**config.mk**
```make
export PLATFORM = sky130hd
export DESIGN_NAME = gamepad_report_to_rc_channels_flat
export DESIGN_NICKNAME = d
export VERILOG_FILES = /design/src/hw/rtl/gr2rc_pkg.sv /design/src/hw/rtl/gr2rc_if.sv /design/src/hw/rtl/gr2rc_regs.sv /design/src/hw/rtl/gr2rc_target.sv /design/src/hw/rtl/gr2rc_smooth.sv /design/src/hw/rtl/gamepad_report_to_rc_channels.sv /design/src/flat_wrapper.sv
export SDC_FILE = /design/constraint.sdc
export NUM_CORES = 2
export LEC_CHECK = 0
export BUFFER_PORTS_ARGS = -buffer_cell sky130_fd_sc_hd__buf_2
export CAP_MARGIN = 15
export CORE_AREA = 2 2 235 411
export CTS_BUF_LIST = sky130_fd_sc_hd__clkbuf_2 sky130_fd_sc_hd__clkbuf_4 sky130_fd_sc_hd__clkbuf_8
export DETAILED_ROUTE_END_ITERATION = 6
export DIE_AREA = 0 0 237 413
export GPL_ROUTABILITY_DRIVEN = 0
export HOLD_SLACK_MARGIN = 0.15
export PLACE_DENSITY_LB_ADDON = 0.25
export SLEW_MARGIN = 10
export SYNTH_ARGS = -nofsm -noshare
export SYNTH_HDL_FRONTEND = slang
export SYNTH_SLANG_ARGS = --single-unit
```
**constraint.sdc**
```tcl
create_clock -name i_clk -period 10.9 [get_ports i_clk]
set_input_delay 2.18 -clock i_clk [delete_from_list [all_inputs] [get_ports i_clk]]
set_output_delay 2.18 -clock i_clk [all_outputs]
set_load 0.005 [all_outputs]
```
**src/hw/rtl/gr2rc_pkg.sv**
```systemverilog
package gr2rc_pkg;

    localparam int NUM_CHAN = 6;
    localparam int CHAN_W   = 12;
    localparam int FRAC_W   = 8;
    localparam int STATE_W  = CHAN_W + FRAC_W;
    localparam int GAIN_W   = 9;
    localparam int BYTE_W   = 8;
    localparam int ADDR_W   = 4;
    localparam int DATA_W   = 32;
    localparam int REG_IDX_W = 2;

    localparam logic [REG_IDX_W-1:0] REG_PULSE_MIN   = 2'd0;
    localparam logic [REG_IDX_W-1:0] REG_PULSE_MID   = 2'd1;
    localparam logic [REG_IDX_W-1:0] REG_PULSE_MAX   = 2'd2;
    localparam logic [REG_IDX_W-1:0] REG_SMOOTH_GAIN = 2'd3;

    localparam logic [BYTE_W-1:0] AXIS_LOW  = 8'h00;
    localparam logic [BYTE_W-1:0] AXIS_MID  = 8'h7F;
    localparam logic [BYTE_W-1:0] AXIS_HIGH = 8'hFF;

    localparam logic [GAIN_W-1:0] GAIN_ONE = 9'd256;

    localparam logic [CHAN_W-1:0] RST_PULSE_MIN   = 12'd1000;
    localparam logic [CHAN_W-1:0] RST_PULSE_MID   = 12'd1500;
    localparam logic [CHAN_W-1:0] RST_PULSE_MAX   = 12'd2000;
    localparam logic [GAIN_W-1:0] RST_SMOOTH_GAIN = 9'd128;
    localparam logic [CHAN_W-1:0] RST_TARGET      = 12'd1000;
    localparam logic [STATE_W-1:0] RST_STATE      = {RST_TARGET, {FRAC_W{1'b0}}};

    typedef logic [CHAN_W-1:0] t_chan;
    typedef t_chan [NUM_CHAN-1:0] t_chan_arr;

    typedef struct packed {
        logic [BYTE_W-1:0] axis_x;
        logic [BYTE_W-1:0] axis_y;
        logic [BYTE_W-1:0] buttons_upper;
        logic [BYTE_W-1:0] buttons_lower;
    } t_item;

    typedef struct packed {
        t_chan             pulse_min;
        t_chan             pulse_mid;
        t_chan             pulse_max;
        logic [GAIN_W-1:0] smooth_gain;
    } t_cfg;

endpackage

```
**src/hw/rtl/gr2rc_if.sv**
```systemverilog
interface gr2rc_in_if;
    logic       valid;
    logic       ready;
    logic [7:0] axis_x;
    logic [7:0] axis_y;
    logic [7:0] buttons_upper;
    logic [7:0] buttons_lower;

    modport source (output valid, axis_x, axis_y, buttons_upper, buttons_lower, input ready);
    modport sink (input valid, axis_x, axis_y, buttons_upper, buttons_lower, output ready);
endinterface

interface gr2rc_out_if;
    logic        valid;
    logic        ready;
    logic [11:0] chan_0;
    logic [11:0] chan_1;
    logic [11:0] chan_2;
    logic [11:0] chan_3;
    logic [11:0] chan_4;
    logic [11:0] chan_5;

    modport source (output valid, chan_0, chan_1, chan_2, chan_3, chan_4, chan_5,
                    input ready);
    modport sink (input valid, chan_0, chan_1, chan_2, chan_3, chan_4, chan_5,
                  output ready);
endinterface

```
**src/hw/rtl/gr2rc_regs.sv**
```systemverilog
module gr2rc_regs (
    input  logic                         i_clk,
    input  logic                         i_rst_n,
    input  logic                         psel,
    input  logic                         penable,
    input  logic                         pwrite,
    input  logic [gr2rc_pkg::ADDR_W-1:0] paddr,
    input  logic [gr2rc_pkg::DATA_W-1:0] pwdata,
    output logic [gr2rc_pkg::DATA_W-1:0] prdata,
    output logic                         pready,
    output gr2rc_pkg::t_cfg              o_cfg
);
    import gr2rc_pkg::*;

    t_cfg                 r_cfg;
    logic                 w_wr;
    logic [REG_IDX_W-1:0] w_idx;

    assign w_idx  = paddr[ADDR_W-1:2];
    assign w_wr   = psel && penable && pwrite;
    assign pready = 1'b1;
    assign o_cfg  = r_cfg;

    always_ff @(posedge i_clk) begin
        if (!i_rst_n) begin
            r_cfg.pulse_min   <= RST_PULSE_MIN;
            r_cfg.pulse_mid   <= RST_PULSE_MID;
            r_cfg.pulse_max   <= RST_PULSE_MAX;
            r_cfg.smooth_gain <= RST_SMOOTH_GAIN;
        end else if (w_wr) begin
            unique case (w_idx)
                REG_PULSE_MIN:   r_cfg.pulse_min   <= pwdata[CHAN_W-1:0];
                REG_PULSE_MID:   r_cfg.pulse_mid   <= pwdata[CHAN_W-1:0];
                REG_PULSE_MAX:   r_cfg.pulse_max   <= pwdata[CHAN_W-1:0];
                REG_SMOOTH_GAIN: r_cfg.smooth_gain <= pwdata[GAIN_W-1:0];
                default: ;
            endcase
        end
    end

    always_comb begin
        unique case (w_idx)
            REG_PULSE_MIN:   prdata = DATA_W'(r_cfg.pulse_min);
            REG_PULSE_MID:   prdata = DATA_W'(r_cfg.pulse_mid);
            REG_PULSE_MAX:   prdata = DATA_W'(r_cfg.pulse_max);
            REG_SMOOTH_GAIN: prdata = DATA_W'(r_cfg.smooth_gain);
            default:         prdata = '0;
        endcase
    end
endmodule

```
**src/hw/rtl/gr2rc_target.sv**
```systemverilog
module gr2rc_target (
    input  logic                 i_clk,
    input  logic                 i_rst_n,
    input  logic                 i_en,
    input  gr2rc_pkg::t_item     i_item,
    input  gr2rc_pkg::t_cfg      i_cfg,
    output gr2rc_pkg::t_chan_arr o_next
);
    import gr2rc_pkg::*;

    t_chan_arr r_held;
    t_chan_arr n_held;

    function automatic t_chan axis_pick(input logic [BYTE_W-1:0] b, input t_chan lo,
                                        input t_chan mid, input t_chan hi,
                                        input t_chan old);
        t_chan v;
        priority case (b)
            AXIS_LOW:  v = lo;
            AXIS_MID:  v = mid;
            AXIS_HIGH: v = hi;
            default:   v = old;
        endcase
        return v;
    endfunction

    always_comb begin
        n_held    = r_held;
        n_held[0] = axis_pick(i_item.axis_x, i_cfg.pulse_min, i_cfg.pulse_mid,
                              i_cfg.pulse_max, r_held[0]);
        // y stick is inverted
        n_held[1] = axis_pick(i_item.axis_y, i_cfg.pulse_max, i_cfg.pulse_mid,
                              i_cfg.pulse_min, r_held[1]);

        priority if (i_item.buttons_upper[4]) begin
            n_held[2] = i_cfg.pulse_min;
        end else if (i_item.buttons_upper[7]) begin
            n_held[2] = i_cfg.pulse_max;
        end else begin
            n_held[2] = i_cfg.pulse_mid;
        end

        priority if (i_item.buttons_upper[5]) begin
            n_held[3] = i_cfg.pulse_max;
        end else if (i_item.buttons_upper[6]) begin
            n_held[3] = i_cfg.pulse_min;
        end else begin
            n_held[3] = i_cfg.pulse_mid;
        end

        if (i_item.buttons_lower[0]) begin
            n_held[4] = i_cfg.pulse_min;
        end else if (i_item.buttons_lower[2]) begin
            n_held[4] = i_cfg.pulse_max;
        end

        if (i_item.buttons_lower[1]) begin
            n_held[5] = i_cfg.pulse_min;
        end else if (i_item.buttons_lower[3]) begin
            n_held[5] = i_cfg.pulse_max;
        end
    end

    always_ff @(posedge i_clk) begin
        if (!i_rst_n) begin
            r_held <= {NUM_CHAN{RST_TARGET}};
        end else if (i_en) begin
            r_held <= n_held;
        end
    end

    assign o_next = n_held;
endmodule

```
**src/hw/rtl/gr2rc_smooth.sv**
```systemverilog
module gr2rc_smooth (
    input  logic                         i_clk,
    input  logic                         i_rst_n,
    input  logic                         i_en,
    input  gr2rc_pkg::t_chan             i_target,
    input  logic [gr2rc_pkg::GAIN_W-1:0] i_gain,
    output gr2rc_pkg::t_chan             o_chan
);
    import gr2rc_pkg::*;

    localparam int PROD_W = STATE_W + GAIN_W;

    logic [STATE_W-1:0] r_state;
    logic [STATE_W-1:0] n_state;
    logic [GAIN_W-1:0]  w_g;
    logic [GAIN_W-1:0]  w_inv;
    logic [PROD_W-1:0]  w_new;
    logic [PROD_W-1:0]  w_old;
    logic [PROD_W-1:0]  w_acc;

    // gain above one saturates to one
    assign w_g     = i_gain[GAIN_W-1] ? GAIN_ONE : i_gain;
    assign w_inv   = GAIN_ONE - w_g;
    assign w_new   = PROD_W'({i_target, {FRAC_W{1'b0}}}) * PROD_W'(w_g);
    assign w_old   = PROD_W'(r_state) * PROD_W'(w_inv);
    assign w_acc   = w_new + w_old;
    assign n_state = w_acc[FRAC_W +: STATE_W];

    always_ff @(posedge i_clk) begin
        if (!i_rst_n) begin
            r_state <= RST_STATE;
        end else if (i_en) begin
            r_state <= n_state;
        end
    end

    assign o_chan = n_state[STATE_W-1:FRAC_W];
endmodule

```
**src/hw/rtl/gamepad_report_to_rc_channels.sv**
```systemverilog
// latency: an accepted request goes into the input register, its result then into the
// result register once that one is empty or read; throughput: one request per cycle
// while not back-pressured, set by the single compute stage between the two registers
// reset: synchronous active-low i_rst_n clears both valid flags, loads the config
// registers with their defaults and the held targets and filter states with 1000
module gamepad_report_to_rc_channels #(
    parameter int SMOOTHED_CHANNELS = 4
) (
    input  logic                         i_clk,
    input  logic                         i_rst_n,
    gr2rc_in_if.sink                     i_in,
    gr2rc_out_if.source                  o_out,
    input  logic                         psel,
    input  logic                         penable,
    input  logic                         pwrite,
    input  logic [gr2rc_pkg::ADDR_W-1:0] paddr,
    input  logic [gr2rc_pkg::DATA_W-1:0] pwdata,
    output logic [gr2rc_pkg::DATA_W-1:0] prdata,
    output logic                         pready
);
    import gr2rc_pkg::*;

    t_cfg      w_cfg;
    t_item     r_item;
    logic      r_in_vld;
    logic      r_out_vld;
    t_chan_arr r_chan;
    t_chan_arr w_next;
    t_chan_arr w_res;
    logic      w_adv;
    logic      w_load;

    gr2rc_regs u_regs (
        .i_clk   (i_clk),
        .i_rst_n (i_rst_n),
        .psel    (psel),
        .penable (penable),
        .pwrite  (pwrite),
        .paddr   (paddr),
        .pwdata  (pwdata),
        .prdata  (prdata),
        .pready  (pready),
        .o_cfg   (w_cfg)
    );

    assign w_adv      = r_in_vld && (!r_out_vld || o_out.ready);
    assign w_load     = i_in.valid && i_in.ready;
    assign i_in.ready = !r_in_vld || w_adv;

    always_ff @(posedge i_clk) begin
        if (!i_rst_n) begin
            r_in_vld <= 1'b0;
        end else if (i_in.ready) begin
            r_in_vld <= i_in.valid;
        end
    end

    always_ff @(posedge i_clk) begin
        if (w_load) begin
            r_item.axis_x        <= i_in.axis_x;
            r_item.axis_y        <= i_in.axis_y;
            r_item.buttons_upper <= i_in.buttons_upper;
            r_item.buttons_lower <= i_in.buttons_lower;
        end
    end

    gr2rc_target u_target (
        .i_clk   (i_clk),
        .i_rst_n (i_rst_n),
        .i_en    (w_adv),
        .i_item  (r_item),
        .i_cfg   (w_cfg),
        .o_next  (w_next)
    );

    for (genvar gi = 0; gi < NUM_CHAN; gi++) begin : g_chan
        if (gi < SMOOTHED_CHANNELS) begin : g_smooth
            gr2rc_smooth u_smooth (
                .i_clk    (i_clk),
                .i_rst_n  (i_rst_n),
                .i_en     (w_adv),
                .i_target (w_next[gi]),
                .i_gain   (w_cfg.smooth_gain),
                .o_chan   (w_res[gi])
            );
        end else begin : g_direct
            assign w_res[gi] = w_next[gi];
        end
    end

    always_ff @(posedge i_clk) begin
        if (!i_rst_n) begin
            r_out_vld <= 1'b0;
        end else if (!r_out_vld || o_out.ready) begin
            r_out_vld <= r_in_vld;
        end
    end

    always_ff @(posedge i_clk) begin
        if (w_adv) begin
            r_chan <= w_res;
        end
    end

    assign o_out.valid  = r_out_vld;
    assign o_out.chan_0 = r_chan[0];
    assign o_out.chan_1 = r_chan[1];
    assign o_out.chan_2 = r_chan[2];
    assign o_out.chan_3 = r_chan[3];
    assign o_out.chan_4 = r_chan[4];
    assign o_out.chan_5 = r_chan[5];

    a_load_fills: assert property (@(posedge i_clk) disable iff (!i_rst_n)
        w_load |=> r_in_vld)
        else $error("accepted request did not reach input register");

    a_adv_fills: assert property (@(posedge i_clk) disable iff (!i_rst_n)
        w_adv |=> r_out_vld)
        else $error("computed result did not reach result register");

    a_reset_clear: assert property (@(posedge i_clk)
        !i_rst_n |=> !r_in_vld && !r_out_vld)
        else $error("valid flags not cleared by reset");

endmodule

```
**src/flat_wrapper.sv**
```systemverilog
// flat-port wrapper written by rule: the top's interface ports become plain ports
module gamepad_report_to_rc_channels_flat import gr2rc_pkg::*;
#(
    parameter int SMOOTHED_CHANNELS = 4
)
  (i_clk, i_rst_n, psel, penable, pwrite, paddr, pwdata, prdata, pready, i_in_valid, i_in_axis_x, i_in_axis_y, i_in_buttons_upper, i_in_buttons_lower, i_in_ready, o_out_valid, o_out_chan_0, o_out_chan_1, o_out_chan_2, o_out_chan_3, o_out_chan_4, o_out_chan_5, o_out_ready);
  gr2rc_in_if i_in_i ();
  gr2rc_out_if o_out_i ();
  input  logic i_clk;
  input  logic i_rst_n;
  input  logic psel;
  input  logic penable;
  input  logic pwrite;
  input  logic [gr2rc_pkg::ADDR_W-1:0] paddr;
  input  logic [gr2rc_pkg::DATA_W-1:0] pwdata;
  output logic [gr2rc_pkg::DATA_W-1:0] prdata;
  output logic pready;
  input wire logic [$bits(i_in_i.valid)-1:0] i_in_valid;
  input wire logic [$bits(i_in_i.axis_x)-1:0] i_in_axis_x;
  input wire logic [$bits(i_in_i.axis_y)-1:0] i_in_axis_y;
  input wire logic [$bits(i_in_i.buttons_upper)-1:0] i_in_buttons_upper;
  input wire logic [$bits(i_in_i.buttons_lower)-1:0] i_in_buttons_lower;
  output wire logic [$bits(i_in_i.ready)-1:0] i_in_ready;
  output wire logic [$bits(o_out_i.valid)-1:0] o_out_valid;
  output wire logic [$bits(o_out_i.chan_0)-1:0] o_out_chan_0;
  output wire logic [$bits(o_out_i.chan_1)-1:0] o_out_chan_1;
  output wire logic [$bits(o_out_i.chan_2)-1:0] o_out_chan_2;
  output wire logic [$bits(o_out_i.chan_3)-1:0] o_out_chan_3;
  output wire logic [$bits(o_out_i.chan_4)-1:0] o_out_chan_4;
  output wire logic [$bits(o_out_i.chan_5)-1:0] o_out_chan_5;
  input wire logic [$bits(o_out_i.ready)-1:0] o_out_ready;
  assign i_in_i.valid = i_in_valid;
  assign i_in_i.axis_x = i_in_axis_x;
  assign i_in_i.axis_y = i_in_axis_y;
  assign i_in_i.buttons_upper = i_in_buttons_upper;
  assign i_in_i.buttons_lower = i_in_buttons_lower;
  assign i_in_ready = i_in_i.ready;
  assign o_out_valid = o_out_i.valid;
  assign o_out_chan_0 = o_out_i.chan_0;
  assign o_out_chan_1 = o_out_i.chan_1;
  assign o_out_chan_2 = o_out_i.chan_2;
  assign o_out_chan_3 = o_out_i.chan_3;
  assign o_out_chan_4 = o_out_i.chan_4;
  assign o_out_chan_5 = o_out_i.chan_5;
  assign o_out_i.ready = o_out_ready;
  gamepad_report_to_rc_channels #(.SMOOTHED_CHANNELS(SMOOTHED_CHANNELS)) u_core (.i_clk(i_clk), .i_rst_n(i_rst_n), .i_in(i_in_i), .o_out(o_out_i), .psel(psel), .penable(penable), .pwrite(pwrite), .paddr(paddr), .pwdata(pwdata), .prdata(prdata), .pready(pready));
endmodule
```
==> flow_summary.ini <==
[status]
status = completed

[clock_tree]
cts_sinks = 271
cts.root.buffer_cell = clkbuf_8
cts_resized = 0
post_cts_buffers = 0
clkSlewWorstSetupHoldPaths_ns = 0.07
hold_buffers = 0
cts_made_buffers = 48
clk-insertion-delay-late_ns = 0.72
cts_tree = yes
clockBufferDepth = 3
cts_max_level = 2

[synth]
netlist_instances = 5421
synth_edf_count = 96
synthArstFlopShare = 0
synth-adder-area-share = 0.454
synth.top_cell.area_share = 0.364
synth_top_family_by_area = adder cells
synthFlopType = dfxtp_1
synth_area_per_cell_um2 = 8.68
yosysUniqueCellTypes = 91
synth-xor-area-share = 0.0309
synth_seq_cells = 271
netlist_area_um2 = 47000
synth_compound_area_frac = 0.0664
synth_simple_gate_area_frac = 0.173
synthMuxAreaShare = 0.0243
yosys.area.top_type = fa_1
netlist_top_cells_area = fa_1 (36%), ha_1 (9.0%), inv_1 (8.7%)
yosysWarnings = 0
yosysSeqAreaShare = 0.136

[timing]
setup_violations = 0
hold_violations = 0
min_period_ns = 9.33
fmax_mhz = 107
finalMaxSlewViolations = 0
finalSetupTns_ns = 0
max_slew_margin = 0.252
rsz0062_at_grt = no
tightest_slew_ns = 1.12
worst_clock_skew_ns = 0.0674
period_share = 0.856

[floorplanning]
row_count = 150
die_h_um = 413
io_pins = 182
initial_core_util = 0.496
die_w_um = 237
design.die.area_um2 = 97900
core_area_um2 = 94800

[final_layout]
area_growth_pct = 5.99
final_nets = 6645
final_common_cell = inv_1
final_cell_count_no_fill = 6634
layout_common_cells = inv_1 (1093), nand2_1 (980), fa_1 (856)
drive_gt1_frac = 0.0650
filler_cell_count = 8877

[route]
wl_met3_um = 5510
drc_errors = 0
antenna_left = 0
top_layer_used = met4
routed_via_density = 5.36
wl_per_cell_um = 18.4
met2WireLength_um = 63000
wl_um = 122000
wl_met1_um = 45000
drt_iter0_drc = 1731
vias = 35600
dr.pass1.iters = 7

[run]
drv_cap = 0

[placement]
post-place-cells = 6542
hpwlAfterDp_um = 95900
port_buffers = 130

[setup_path]
worstSetupPathType = reg2reg
setup.worst_path.end_class = flop
crit_slowest_cell = edfxtp_1
start_kind = flop
worstPathArrival_ns = 9.90
worst_r2r_startpoint = u_core.r_item[23]
worstPathMaxFanout = 18
max_stage_delay_ns = 0.70
required_ns = 11.47
cp-startpoint = u_core.r_item[23]

[power_and_ir_drop]
power.leakage_nw = 24.5
peakVddDrop_v = 0.000153
cellPowerDensity_nw_per_um2 = 131

[global_routing]
grt.overflow.total = 0
grt_use_total = 0.261
grt_pass1_wl_um = 200000
grt_pass1_vias = 38200
grt_max_degree = 124
antenna_found_initial = 1

[worst_hold_path]
min_from = u_core.u_target.r_held[58]
min_path_type = reg2reg
-- metrics by stage --
stage / power (mW) / hold slack [ns] / worst slack, ns / cell area (um2) / util
floorplan: 4.16 / 0.440 / 2.96 / 47100 / -
global placement: 5.33 / 0.449 / 1.73 / 48700 / 0.514
detailed placement: 5.42 / 0.457 / 1.70 / 48700 / 0.514
CTS: 6.60 / 0.468 / 1.67 / 49900 / 0.526
global route: 7.10 / 0.484 / 0.928 / 49900 / 0.526
finish: 6.54 / 0.466 / 1.57 / 49900 / 0.526
-- cells by family after synthesis --
group,count (synthesis)
buffers and inverters,1420
other,2
multiplexers,103
flip-flops,271
XOR/XNOR,163
AO/OA/AOI/OAI,465
adder cells (fa/ha/maj),1193
AND/OR/NAND/NOR,1804
-- flip-flops by register name, summed over array words and instances, names as in the netlist --
signal and cells:
u_core.g_chan.g_smooth.u_smooth.r_state 80, u_core.u_target.r_held 48, u_core.u_regs.o_cfg 45, u_core.r_item 24
u_core.o_out.chan_0 12, u_core.o_out.chan_1 12, u_core.o_out.chan_2 12, u_core.o_out.chan_3 12
u_core.o_out.chan_4 12, u_core.o_out.chan_5 12, u_core.o_out.valid 1, u_core.r_in_vld 1
-- synthesized netlist by cell type, types with 4 or more instances --
library cell     n
o21bai_1        17
nand2b_1        47
nand3_1         72
nor2b_1         22
a211oi_1         7
nor2_1         262
a21boi_0        31
ha_1           337
o311ai_0         4
and4_1           8
nor3_1          25
mux4_2           9
and2_1         313
nand2_1        980
or4_1            4
a31o_2           7
fa_1           856
dfxtp_1        175
clkbuf_1       225
nor3b_1          4
o21a_1          23
nand3b_1         4
a21oi_1        108
mux2i_1         93
o211ai_1         9
a221o_1         15
and3_1          18
xor2_1          57
o31ai_1          8
xnor2_1        104
buf_4           22
a221oi_1        15
o41ai_1          4
inv_1         1093
or3_1            9
o211a_1         10
a31oi_1          9
nand4_1         14
buf_1           73
o21ai_1          9
a21o_1          45
o21ai_0        107
edfxtp_1        96
or2_2            5
-- power breakdown --
| part | total (mW) | leakage, nW | switching (mW) | internal (mW) |
|---|---|---|---|---|
| Clock | 1.15 | 0.576 | 0.526 | 0.622 |
| Sequential | 1.61 | 2.34 | 0.235 | 1.38 |
| Combinational | 3.78 | 21.6 | 2.33 | 1.45 |
| Total | 6.54 | 24.5 | 3.09 | 3.45 |
-- worst paths after layout --
path / slack (ns) / endpoint / cells past startpoint
max: 1.57 / u_core.g_chan[1].g_smooth.u_smooth.r_state[18] / 33
min: 0.47 / u_core.u_target.r_held[58] / 2
max reg2reg: 1.57 / u_core.g_chan[1].g_smooth.u_smooth.r_state[18] / 33
min reg2reg: 0.47 / u_core.u_target.r_held[58] / 2
-- layer usage --
layer,GRT usage,up-vias
met2,0.478,961
met4,0.159,0
met1,0.289,18000
met3,0.0276,382
li1,-,16300
met5,0,-
-- final cells by class --
cell class,count,area (um2),area share
Antenna cell,1,2.50,0.0000502
Clock buffer,65,826,0.0166
Clock inverter,25,283,0.00567
Inverter,1095,4120,0.0826
Multi-Input combinational cell,3749,35400,0.710
Sequential cell,271,6390,0.128
Tap cell,1216,1520,0.0305
Timing Repair Buffer,212,1320,0.0265
-- worst max-delay path, delay by kind of cell (launching register included) --
kind | cells | cell delay, ns
and+or+nand+nor | 6 | 2.04
buffers and inverters | 5 | 0.45
adders and majority gates | 8 | 2.90
AOI/OAI and AO/OA | 12 | 2.75
xor gates and xnor gates | 2 | 0.32
DFF | 1 | 0.70
Note: power is estimated with default switching activity, not from simulation.
